$ cat config.mk
export PLATFORM = sky130hd
export DESIGN_NAME = reader_writer_lock_entry
export DESIGN_NICKNAME = d
export VERILOG_FILES = /design/src/rtl/core/rwle_pkg.sv /design/src/rtl/core/reader_writer_lock_entry.sv /design/src/rtl/core/rwle_mem.sv /design/src/rtl/core/rwle_scan.sv
export SDC_FILE = /design/constraint.sdc
export NUM_CORES = 1
export LEC_CHECK = 0
export ABC_AREA = 0
export BUFFER_PORTS_ARGS = -buffer_cell sky130_fd_sc_hd__buf_2
export CAP_MARGIN = 20
export CORE_ASPECT_RATIO = 2
export CORE_MARGIN = 10
export CORE_UTILIZATION = 55
export DETAILED_ROUTE_END_ITERATION = 12
export PLACE_DENSITY = 0.71
export SETUP_SLACK_MARGIN = 0.05
export SYNTH_ARGS = -nofsm -noshare
export SYNTH_HDL_FRONTEND = slang
export SYNTH_SLANG_ARGS = --single-unit
$ cat constraint.sdc
create_clock -name clk_i -period 11.5 [get_ports clk_i]
set_input_delay 1.15 -clock clk_i [delete_from_list [all_inputs] [get_ports clk_i]]
set_output_delay 1.15 -clock clk_i [all_outputs]
set_load 0.05 [all_outputs]
$ cat src/rtl/core/rwle_pkg.sv
// package for the reader-writer lock entry: codes, transaction types and constants
`default_nettype none
package rwle_pkg;

  localparam int unsigned MaxReaders = 16;
  localparam int unsigned IdW        = 64;
  localparam int unsigned KindW      = 3;
  localparam int unsigned StatusW    = 2;
  localparam int unsigned CountW     = 5;

  typedef enum logic [KindW-1:0] {
    KindQueryRead   = 3'd0,
    KindQueryWrite  = 3'd1,
    KindAcqRead     = 3'd2,
    KindAcqWrite    = 3'd3,
    KindRelRead     = 3'd4,
    KindRelWrite    = 3'd5
  } kind_e;

  typedef enum logic [StatusW-1:0] {
    StatusOk        = 2'd0,
    StatusUnlocked  = 2'd1,
    StatusWrongMode = 2'd2,
    StatusFull      = 2'd3
  } status_e;

  typedef struct packed {
    logic [KindW-1:0] kind;
    logic [IdW-1:0]   txn_id;
  } req_t;

  typedef struct packed {
    logic               lockable;
    logic [StatusW-1:0] status;
    logic               write_held;
    logic [CountW-1:0]  reader_count;
  } res_t;

  typedef struct packed {
    logic done;
    logic match;
    logic free;
  } scan_t;

endpackage
`default_nettype wire

$ cat src/rtl/core/reader_writer_lock_entry.sv
// top level of the reader-writer lock entry: lock state, decision logic and result register
// the result is registered in the exec state, which follows the sweep of every reader id slot
// a new transaction is accepted only once the previous one has finished; the sweep reads the
//   reader id memory through its single read port, one slot per cycle
// reset clears owner, write flag, reader valid bits, count and sequencer at once;
//   the reader id memory is not cleared, a slot's id is only matched where its valid bit is set
// results are strobed for one cycle and cannot be stalled
`default_nettype none
module reader_writer_lock_entry #(
  parameter int unsigned MAX_READERS = rwle_pkg::MaxReaders
) (
  input  wire logic           clk_i,
  input  wire logic           rst_ni,
  input  wire logic           start_i,
  output      logic           busy_o,
  input  wire rwle_pkg::req_t req_i,
  output      logic           res_valid_o,
  output      rwle_pkg::res_t res_o
);

  localparam int unsigned AW = (MAX_READERS > 1) ? $clog2(MAX_READERS) : 1;
  localparam int unsigned CW = $clog2(MAX_READERS + 1);

  rwle_pkg::req_t           req_q;
  logic [rwle_pkg::IdW-1:0] owner_q, owner_d;
  logic                     write_q, write_d;
  logic [MAX_READERS-1:0]   valid_q, valid_d;
  logic [CW-1:0]            cnt_q, cnt_d;
  rwle_pkg::res_t           res_q, res_d;
  logic                     res_valid_q;

  logic                     busy;
  logic                     accept;
  logic                     mem_re, mem_we;
  logic [AW-1:0]            mem_raddr;
  logic [rwle_pkg::IdW-1:0] mem_rdata;
  rwle_pkg::scan_t          scan;
  logic [AW-1:0]            match_idx, free_idx;
  logic                     is_owner;

  assign accept   = start_i && !busy;
  assign is_owner = (req_q.txn_id == owner_q);

  rwle_scan #(
    .MAX_READERS(MAX_READERS)
  ) u_scan (
    .clk_i      (clk_i),
    .rst_ni     (rst_ni),
    .start_i    (accept),
    .txn_i      (req_q.txn_id),
    .valid_i    (valid_q),
    .busy_o     (busy),
    .re_o       (mem_re),
    .raddr_o    (mem_raddr),
    .rdata_i    (mem_rdata),
    .scan_o     (scan),
    .match_idx_o(match_idx),
    .free_idx_o (free_idx)
  );

  rwle_mem #(
    .DEPTH(MAX_READERS)
  ) u_mem (
    .clk_i  (clk_i),
    .we_i   (mem_we),
    .waddr_i(free_idx),
    .wdata_i(req_q.txn_id),
    .re_i   (mem_re),
    .raddr_i(mem_raddr),
    .rdata_o(mem_rdata)
  );

  always_comb begin
    owner_d          = owner_q;
    write_d          = write_q;
    valid_d          = valid_q;
    cnt_d            = cnt_q;
    mem_we           = 1'b0;
    res_d.lockable   = 1'b0;
    res_d.status     = rwle_pkg::StatusOk;
    if (scan.done) begin
      case (req_q.kind)
        rwle_pkg::KindQueryRead: begin
          res_d.lockable = !write_q || is_owner;
        end
        rwle_pkg::KindQueryWrite: begin
          if (write_q) begin
            res_d.lockable = is_owner;
          end else if (cnt_q == '0) begin
            res_d.lockable = 1'b1;
          end else if (cnt_q == CW'(1)) begin
            res_d.lockable = scan.match;
          end else begin
            res_d.lockable = 1'b0;
          end
        end
        rwle_pkg::KindAcqRead: begin
          if (!(write_q && is_owner)) begin
            if (scan.match) begin
              write_d = 1'b0;
            end else if (!scan.free) begin
              res_d.status = rwle_pkg::StatusFull;
            end else begin
              mem_we            = 1'b1;
              valid_d[free_idx] = 1'b1;
              cnt_d             = cnt_q + CW'(1);
              write_d           = 1'b0;
            end
          end
        end
        rwle_pkg::KindAcqWrite: begin
          owner_d = req_q.txn_id;
          write_d = 1'b1;
          valid_d = '0;
          cnt_d   = '0;
        end
        rwle_pkg::KindRelRead: begin
          if (write_q) begin
            if (!is_owner) begin
              res_d.status = rwle_pkg::StatusWrongMode;
            end
          end else if (cnt_q == '0) begin
            res_d.status = rwle_pkg::StatusUnlocked;
          end else if (scan.match) begin
            valid_d[match_idx] = 1'b0;
            cnt_d              = cnt_q - CW'(1);
          end
        end
        rwle_pkg::KindRelWrite: begin
          if (write_q) begin
            write_d = 1'b0;
            owner_d = '0;
            valid_d = '0;
            cnt_d   = '0;
          end else if (cnt_q == '0) begin
            res_d.status = rwle_pkg::StatusUnlocked;
          end else begin
            res_d.status = rwle_pkg::StatusWrongMode;
          end
        end
        default: begin
        end
      endcase
    end
    res_d.write_held   = write_d;
    res_d.reader_count = rwle_pkg::CountW'(cnt_d);
  end

  always_ff @(posedge clk_i or negedge rst_ni) begin
    if (!rst_ni) begin
      owner_q     <= '0;
      write_q     <= 1'b0;
      valid_q     <= '0;
      cnt_q       <= '0;
      res_valid_q <= 1'b0;
    end else begin
      owner_q     <= owner_d;
      write_q     <= write_d;
      valid_q     <= valid_d;
      cnt_q       <= cnt_d;
      res_valid_q <= scan.done;
    end
  end

  always_ff @(posedge clk_i) begin
    if (accept) begin
      req_q <= req_i;
    end
    if (scan.done) begin
      res_q <= res_d;
    end
  end

  assign busy_o      = busy;
  assign res_valid_o = res_valid_q;
  assign res_o       = res_q;

  assert property (@(posedge clk_i) disable iff (!rst_ni)
    cnt_q == CW'($countones(valid_q)))
    else $error("reader count disagrees with valid bits");

  assert property (@(posedge clk_i) disable iff (!rst_ni)
    !(write_q && (cnt_q != '0)))
    else $error("write lock held while readers present");

  assert property (@(posedge clk_i) disable iff (!rst_ni)
    !(mem_we && mem_re))
    else $error("id memory written during the sweep");

  assert property (@(posedge clk_i) disable iff (!rst_ni)
    res_valid_o |-> !busy_o)
    else $error("result strobed while a transaction is in flight");

endmodule
`default_nettype wire

$ cat src/rtl/core/rwle_mem.sv
// reader id memory, one write port and one registered read port
`default_nettype none
module rwle_mem #(
  parameter int unsigned DEPTH = rwle_pkg::MaxReaders,
  localparam int unsigned AW   = (DEPTH > 1) ? $clog2(DEPTH) : 1
) (
  input  wire logic                     clk_i,
  input  wire logic                     we_i,
  input  wire logic [AW-1:0]            waddr_i,
  input  wire logic [rwle_pkg::IdW-1:0] wdata_i,
  input  wire logic                     re_i,
  input  wire logic [AW-1:0]            raddr_i,
  output      logic [rwle_pkg::IdW-1:0] rdata_o
);

  logic [rwle_pkg::IdW-1:0] mem_q [DEPTH];

  always_ff @(posedge clk_i) begin
    if (we_i) begin
      mem_q[waddr_i] <= wdata_i;
    end
  end

  always_ff @(posedge clk_i) begin
    if (re_i) begin
      rdata_o <= mem_q[raddr_i];
    end
  end

endmodule
`default_nettype wire

$ cat src/rtl/core/rwle_scan.sv
// sweep sequencer: reads every reader slot, finds the matching id and the lowest free slot
`default_nettype none
module rwle_scan #(
  parameter int unsigned MAX_READERS = rwle_pkg::MaxReaders,
  localparam int unsigned AW = (MAX_READERS > 1) ? $clog2(MAX_READERS) : 1,
  localparam int unsigned CW = $clog2(MAX_READERS + 1)
) (
  input  wire logic                     clk_i,
  input  wire logic                     rst_ni,
  input  wire logic                     start_i,
  input  wire logic [rwle_pkg::IdW-1:0] txn_i,
  input  wire logic [MAX_READERS-1:0]   valid_i,
  output      logic                     busy_o,
  output      logic                     re_o,
  output      logic [AW-1:0]            raddr_o,
  input  wire logic [rwle_pkg::IdW-1:0] rdata_i,
  output      rwle_pkg::scan_t          scan_o,
  output      logic [AW-1:0]            match_idx_o,
  output      logic [AW-1:0]            free_idx_o
);

  localparam logic [1:0] StIdle = 2'd0;
  localparam logic [1:0] StScan = 2'd1;
  localparam logic [1:0] StExec = 2'd2;

  logic [1:0]    state_q, state_d;
  logic [CW-1:0] idx_q, idx_d;
  logic          cmp_vld_q;
  logic [AW-1:0] addr_q;
  logic          match_q, match_d;
  logic          free_q, free_d;
  logic [AW-1:0] match_idx_q, match_idx_d;
  logic [AW-1:0] free_idx_q, free_idx_d;
  logic          slot_vld;
  logic          last;

  assign last     = (idx_q == CW'(MAX_READERS));
  assign re_o     = (state_q == StScan) && !last;
  assign raddr_o  = idx_q[AW-1:0];
  assign slot_vld = valid_i[addr_q];

  always_comb begin
    state_d     = state_q;
    idx_d       = idx_q;
    match_d     = match_q;
    free_d      = free_q;
    match_idx_d = match_idx_q;
    free_idx_d  = free_idx_q;
    if (cmp_vld_q) begin
      if (slot_vld && (rdata_i == txn_i) && !match_q) begin
        match_d     = 1'b1;
        match_idx_d = addr_q;
      end
      if (!slot_vld && !free_q) begin
        free_d     = 1'b1;
        free_idx_d = addr_q;
      end
    end
    case (state_q)
      StIdle: begin
        if (start_i) begin
          state_d = StScan;
          idx_d   = '0;
          match_d = 1'b0;
          free_d  = 1'b0;
        end
      end
      StScan: begin
        if (last) begin
          state_d = StExec;
        end else begin
          idx_d = idx_q + CW'(1);
        end
      end
      StExec: begin
        state_d = StIdle;
      end
      default: begin
        state_d = StIdle;
      end
    endcase
  end

  always_ff @(posedge clk_i or negedge rst_ni) begin
    if (!rst_ni) begin
      state_q   <= StIdle;
      idx_q     <= '0;
      cmp_vld_q <= 1'b0;
      match_q   <= 1'b0;
      free_q    <= 1'b0;
    end else begin
      state_q   <= state_d;
      idx_q     <= idx_d;
      cmp_vld_q <= re_o;
      match_q   <= match_d;
      free_q    <= free_d;
    end
  end

  always_ff @(posedge clk_i) begin
    addr_q      <= raddr_o;
    match_idx_q <= match_idx_d;
    free_idx_q  <= free_idx_d;
  end

  assign busy_o       = (state_q != StIdle);
  assign scan_o.done  = (state_q == StExec);
  assign scan_o.match = match_q;
  assign scan_o.free  = free_q;
  assign match_idx_o  = match_idx_q;
  assign free_idx_o   = free_idx_q;

  assert property (@(posedge clk_i) disable iff (!rst_ni)
    (state_q == StExec) |-> $past(last))
    else $error("exec entered before the sweep finished");

  assert property (@(posedge clk_i) disable iff (!rst_ni)
    (state_q == StIdle) |-> !cmp_vld_q)
    else $error("slot compare pending while idle");

  assert property (@(posedge clk_i) disable iff (!rst_ni)
    idx_q <= CW'(MAX_READERS))
    else $error("sweep index past the last slot");

endmodule
`default_nettype wire
# Word-level counts from Yosys, hierarchy flattened
# Memory sizes are Yosys's and may differ from the RTL's. A register that Yosys moved wholly into a read port is not among the register bits.
# Cells that the tools add are included.
[word_totals] reg_bits=185 ram_bits=1024 elab_cells=144 memories=1
[op_classes] addsub=3 n_lt_le_gt_ge=5 eq_ne=21 n_mux=64 n_bitwise=3 n_reduce_logical=28
[mem_list] name="u_mem.mem_q" depth=16 width=64 rd=1 rd_ports_with_merged_regs=1 wr=1 line_no="rwle_mem.sv:16" source="logic [rwle_pkg::IdW-1:0] mem_q [DEPTH];"
[ops] cell="64-bit equality test" n=2
[ops] cell="64-bit one-hot mux with 2 select lines" n=1
[ops] cell="16-bit 2-to-1 mux" n=7
[ops] cell="64-bit 2-to-1 mux" n=1
[ops] cell="16-bit one-hot mux with 4 select lines" n=1
[ops] cell="5-bit 2-to-1 mux" n=10
[ops] cell="1-bit 2-to-1 mux" n=26
[ops] cell="5-bit one-hot mux with 4 select lines" n=1
[ops] cell="2-bit 2-to-1 mux" n=9
[ops] cell="16-bit bitwise AND" n=1
[ops] cell="16-bit NOT" n=1
[ops] cell="16-bit OR" n=1
[ops] cell="4-bit by 5-bit < comparator with 1-bit output (second input constant)" n=3
[ops] cell="2-bit inequality test (second input constant)" n=7
[ops] cell="5-bit by 1-bit adder with 5-bit output (second input constant)" n=2
[ops] cell="5-bit one-hot mux with 2 select lines" n=1
[ops] cell="9-bit AND reduction" n=1
[ops] cell="1-bit demux with 4-bit select" n=2
[ops] cell="4-bit by 1-bit greater-or-equal comparator with 1-bit output (second input constant)" n=2
[ops] cell="1-bit logical AND" n=8
[ops] cell="3-bit by 2-bit equality test with 1-bit output (second input constant)" n=2
[ops] cell="3-bit equality test (second input constant)" n=2
[ops] cell="1-bit zero test" n=6
[ops] cell="2-bit by 1-bit inequality test with 1-bit output (second input constant)" n=3
[ops] cell="19 further kinds" n=24

# Logic depth before layout (Yosys ltp)
[logic_depth] ltp_word=10 mapped_depth=10 depth_no_buf=9

# Hierarchy
# A second synthesis with hierarchy kept.
[hier_totals] cells_unflattened=2510 hier_area_um2=49463.7
[by_module_without_submodules] mod="rwle_mem" n_inst=1 cells_each=1647 area_per_inst_um2=40222.3 seq_area_each_um2=32671.3
[by_module_without_submodules] mod="reader_writer_lock_entry" n_inst=1 cells_each=642 area_per_inst_um2=7275.7 seq_area_each_um2=4459.3
[by_module_without_submodules] mod="rwle_scan" n_inst=1 cells_each=221 area_per_inst_um2=1965.6 seq_area_each_um2=570.5

# Worst setup path before layout
# Ideal clock, no wire load.
[synth_path] path_type="register -> register" from="reg req_q[33] (netlist bit)" to="mem u_mem.mem_q[10][0] (netlist bit) (enable)" setup_ps=644 arrival_ps=7656 required_time_ps=10856 slack_ps=3200 path_stages_with_launch=9 cell_sequence="edfxtp_1 > xor2_1 > nor4_1 > nand4_1 > nor4_2 > nand2_1 > nand2_1 > buf_2 > nor4_1"
[synth_between] elab_chain_len=7
[synth_rtl] item="from (decl)" line_no="reader_writer_lock_entry.sv:24" source="rwle_pkg::req_t req_q;"
[synth_rtl] item="from (signal assigned)" line_no="reader_writer_lock_entry.sv:167" source="req_q <= req_i;"
[synth_rtl] item="64-bit equality test" line_no="reader_writer_lock_entry.sv:42" source="assign is_owner = (req_q.txn_id == owner_q);"
[synth_rtl] item="1-bit logical AND" line_no="reader_writer_lock_entry.sv:98" source="if (!(write_q && is_owner)) begin"
[synth_rtl] item="1-bit 2-to-1 mux" line_no="reader_writer_lock_entry.sv:98"
[synth_rtl] item="1-bit 2-to-1 mux" line_no="reader_writer_lock_entry.sv:82" source="case (req_q.kind)"
[synth_rtl] item="1-bit 2-to-1 mux" line_no="reader_writer_lock_entry.sv:81" source="if (scan.done) begin"
[synth_rtl] item="1-bit 2-to-1 mux" line_no="rwle_mem.sv:19" source="if (we_i) begin"
[synth_rtl] item="1-bit 2-to-1 mux (implied by the code)" line_no="rwle_mem.sv:20" source="mem_q[waddr_i] <= wdata_i;"
[synth_rtl] item="to (decl)" line_no="rwle_mem.sv:16"
# Every way passes these cells.

# Final worst setup path
[layout_path] from="reg req_q[12] (netlist bit)" to="mem u_mem.mem_q[7][1] (netlist bit) (enable)"
# The elaborated chain is that of the path after synthesis.

==> impl_metrics.csv <==
group,metric,value,unit
timing,fmax,0.1937,GHz
clock_network,clkLatencyLatePin,0.72,ns
drt,drc,0,
final_layout,area.growth.synth_to_final,11.68,%
clock_network,cts_setup_buffers,0,
run_status,outcome,"completed",
setup_path,crit_chain,"xor2_1 -> nor4_1 -> nand4_1 -> nor4_2 -> nand2_1 -> nand2_1 -> nor4_2 -> buf_4 -> buf_4",
timing,fin_crit,5.162,ns
final_layout,final_cell_mix,"1172 x edfxtp_1, 325 x mux4_2, 152 x nand2_1, 106 x clkbuf_16, 100 x o21ai_0",
global_route,grt_overflow,0,
drt,drtIter0Drc,2561,
floorplan,ioPinCount,81,
global_route,grt_pass1_vias,24940,
logic_synthesis,synthesis.area_per_instance,21.09,um2
setup_path,cp_top_family,"simple AND/OR/NAND/NOR gates",
logic_synthesis,syn-num-nets,2406,
placement,placedCellCount,3538,
drt,post_drt_wl_per_cell,31.03,um
logic_synthesis,syn_area,49100,um2
clock_network,cts_tree,"yes",
logic_synthesis,ys_seq_elements,1273,
setup_path,setup.worst_path.start_class,"flip-flop",
drt,highest_layer,"met4",
timing,slew-limit-headroom,22.05,%
setup_path,cp.arrival,5.53,ns
setup_path,crit_fanout,33,
global_route,grt_usage,23.00,%
setup_path,crit_required,11.87,ns
floorplan,coreArea,89020,um2
power,powerDensity,222.4,nW/um2
power,power.leakage,17.96,nW
run,cap_violations,0,
clock_network,cts_sinks,1273,
timing,fin_skew,0.02740,ns
drt,viasPerCell,6.366,
min_path,hold_class,"in -> async",
final_layout,fin_util,61.60,%
drt,wl_met2,61760,um
drt,dr_wl_met3,7791,um
logic_synthesis,synth_edf_count,1172,
logic_synthesis,synthCells,2328,
clock_network,numCtsBuffers,104,
timing,worst_pin_slew,1.169,ns
placement,gp_congestion,0.9066,
floorplan,start_util,55.15,%
setup_path,end_kind,"flip-flop",
clock_network,clock_path_buffers,3,
timing,maxSlewViolCount,0,
logic_synthesis,synthArstFlopShare,7.620,%
timing,setup_viol,0,
clock_network,clk_pin_slew,0.07,ns
timing,timing.final.hold_violations,0,
setup_path,slowest_stage,"edfxtp_1",
clock_network,cts_hold_buf,0,
final_layout,fill_cells,5981,
global_route,antenna_found_initial,1,
drt,drt_wl_total,116000,um
logic_synthesis,ys_warn_count,0,
timing,post-route-period-util,44.89,%
final_layout,drive_gt1_share,25.93,%
placement,hpwl,64030,um
global_route,grt_pass1_wl,170700,um
global_route,grt_max_degree,93,
timing,rsz0062_at_grt,"no",
drt,wl_met1,41100,um
setup_path,critical_path_class,"reg -> reg",
floorplan,dieArea,102300,um2
floorplan,rows,155,
final_layout,fin_cells,3739,
final_layout,mostFrequentLayoutCell,"edfxtp_1",
logic_synthesis,seq_area_frac_synth,76.79,%
logic_synthesis,ys.flop_type,"edfxtp_1",
final_layout,multiInputGateArea,10930,um2
power,vdd.ir_drop.worst,0.2006,mV
floorplan,die_h,442.5,um
clock_network,cts-root-buf,"clkbuf_16",
clock_network,htree_levels,3,
drt,postRouteAntennaNets,0,
logic_synthesis,synth.distinct_cells,60,
final_layout,nNetsFinal,2548,
placement,portBuffers,80,
setup_path,critPathMaxStageDelay,0.84,ns
drt,firstDrtPassIters,5,
final_layout,area.sequential,37720,um2
drt,vias,23800,
timing,fin_setup_tns,0,ns
floorplan,die_x,231.3,um
clock_network,cts-resized-gates,0,
setup_path,worst-path-buf-inv,2,
## synthesized netlist by cell type (5+ instances only)
library cell	count	area [um2]
nor2_1	29	108.9
buf_1	12	45.04
a21o_1	5	37.54
xnor2_1	20	175.2
nand2_1	153	574.3
mux4_2	325	7320
ha_1	8	100.1
buf_2	22	110.1
o22ai_1	7	43.79
nand4_1	11	68.82
o21ai_0	100	500.5
dfrtp_1	97	2427
a221oi_1	13	113.9
clkbuf_1	71	266.5
xor2_1	93	814.5
edfxtp_1	1172	35190
nor3_1	15	75.07
a21oi_1	16	80.08
nor4_1	42	262.8
nand2b_1	10	62.56
inv_1	44	165.2
## state kept, by name, summed over array words and instances (netlist names), 2 cells and up
signal / flops
u_mem.mem_q: 1024
u_mem.rdata_o: 64
u_scan.idx_q: 5
cnt_q: 5
u_scan.state_q: 2
u_scan.match_idx_o: 4
valid_q: 16
req_q: 67
u_scan.addr_q: 4
owner_q: 64
u_scan.free_idx_o: 4
res_o: 9
## worst paths after layout
kind | start | end | slack (ns) | cells after the start
setup / recovery | req_q[12]$_DFFE_PP_ | u_mem.mem_q[7][1]$_DFFE_PP_ | 6.34 | 9
hold / removal | rst_ni | valid_q[13]$_DFFE_PN0P_ | 0.27 | 1
setup reg to reg | req_q[12]$_DFFE_PP_ | u_mem.mem_q[7][1]$_DFFE_PP_ | 6.34 | 9
hold reg to reg | owner_q[8]$_DFFE_PN0P_ | owner_q[8]$_DFFE_PN0P_ | 0.50 | 2
max in group asynchronous | rst_ni | u_scan.idx_q[2]$_DFFE_PN0P_ | 10.09 | 3
min in group clk_i | owner_q[8]$_DFFE_PN0P_ | owner_q[8]$_DFFE_PN0P_ | 0.50 | 2
## kinds of logic after synthesis
kind of cell / after synthesis / synth area share [%]
buffers and inverters: 151 / 1.226
and+or+nand+nor: 286 / 2.737
AOI/OAI and AO/OA: 171 / 2.100
xor gates and xnor gates: 113 / 2.016
adders and majority gates: 8 / 0.2039
DFF: 1273 / 76.79
muxes: 326 / 14.93
## area by class of cell
cell class | instances | area share (%)
Antenna cell | 1 | 0.004564
Clock buffer | 131 | 5.118
Clock inverter | 66 | 1.513
Inverter | 45 | 0.3081
Multi-Input combinational cell | 904 | 19.93
Sequential cell | 1273 | 68.78
Tap cell | 1177 | 2.686
Timing Repair Buffer | 142 | 1.657
## per-layer routing
| layer | up-vias | GRT usage [%] |
|---|---|---|
| met5 | - | 0 |
| met4 | 0 | 11.06 |
| met3 | 236 | 2.932 |
| met2 | 1171 | 39.43 |
| met1 | 12590 | 28.62 |
| li1 | 9802 | - |
## metrics by stage
stage               instance area [um2]  power (mW)  hold slack [ns]  worst slack (ns)
finish                            54830       12.20           0.2694             6.338
global route                      54830       12.61           0.2770             6.181
CTS                               54770       12.29           0.5046             6.349
detailed placement                51130       8.563           0.4895             6.428
global placement                  51130       8.515           0.4814             6.551
floorplan                         49100       7.717           0.3454             3.200
## report_power, final
part / internal [mW] / switching, mW
Combinational: 1.30 / 1.23
Clock: 2.13 / 1.63
Sequential: 5.47 / 0.441
Note: power is estimated with default switching activity, not from simulation.
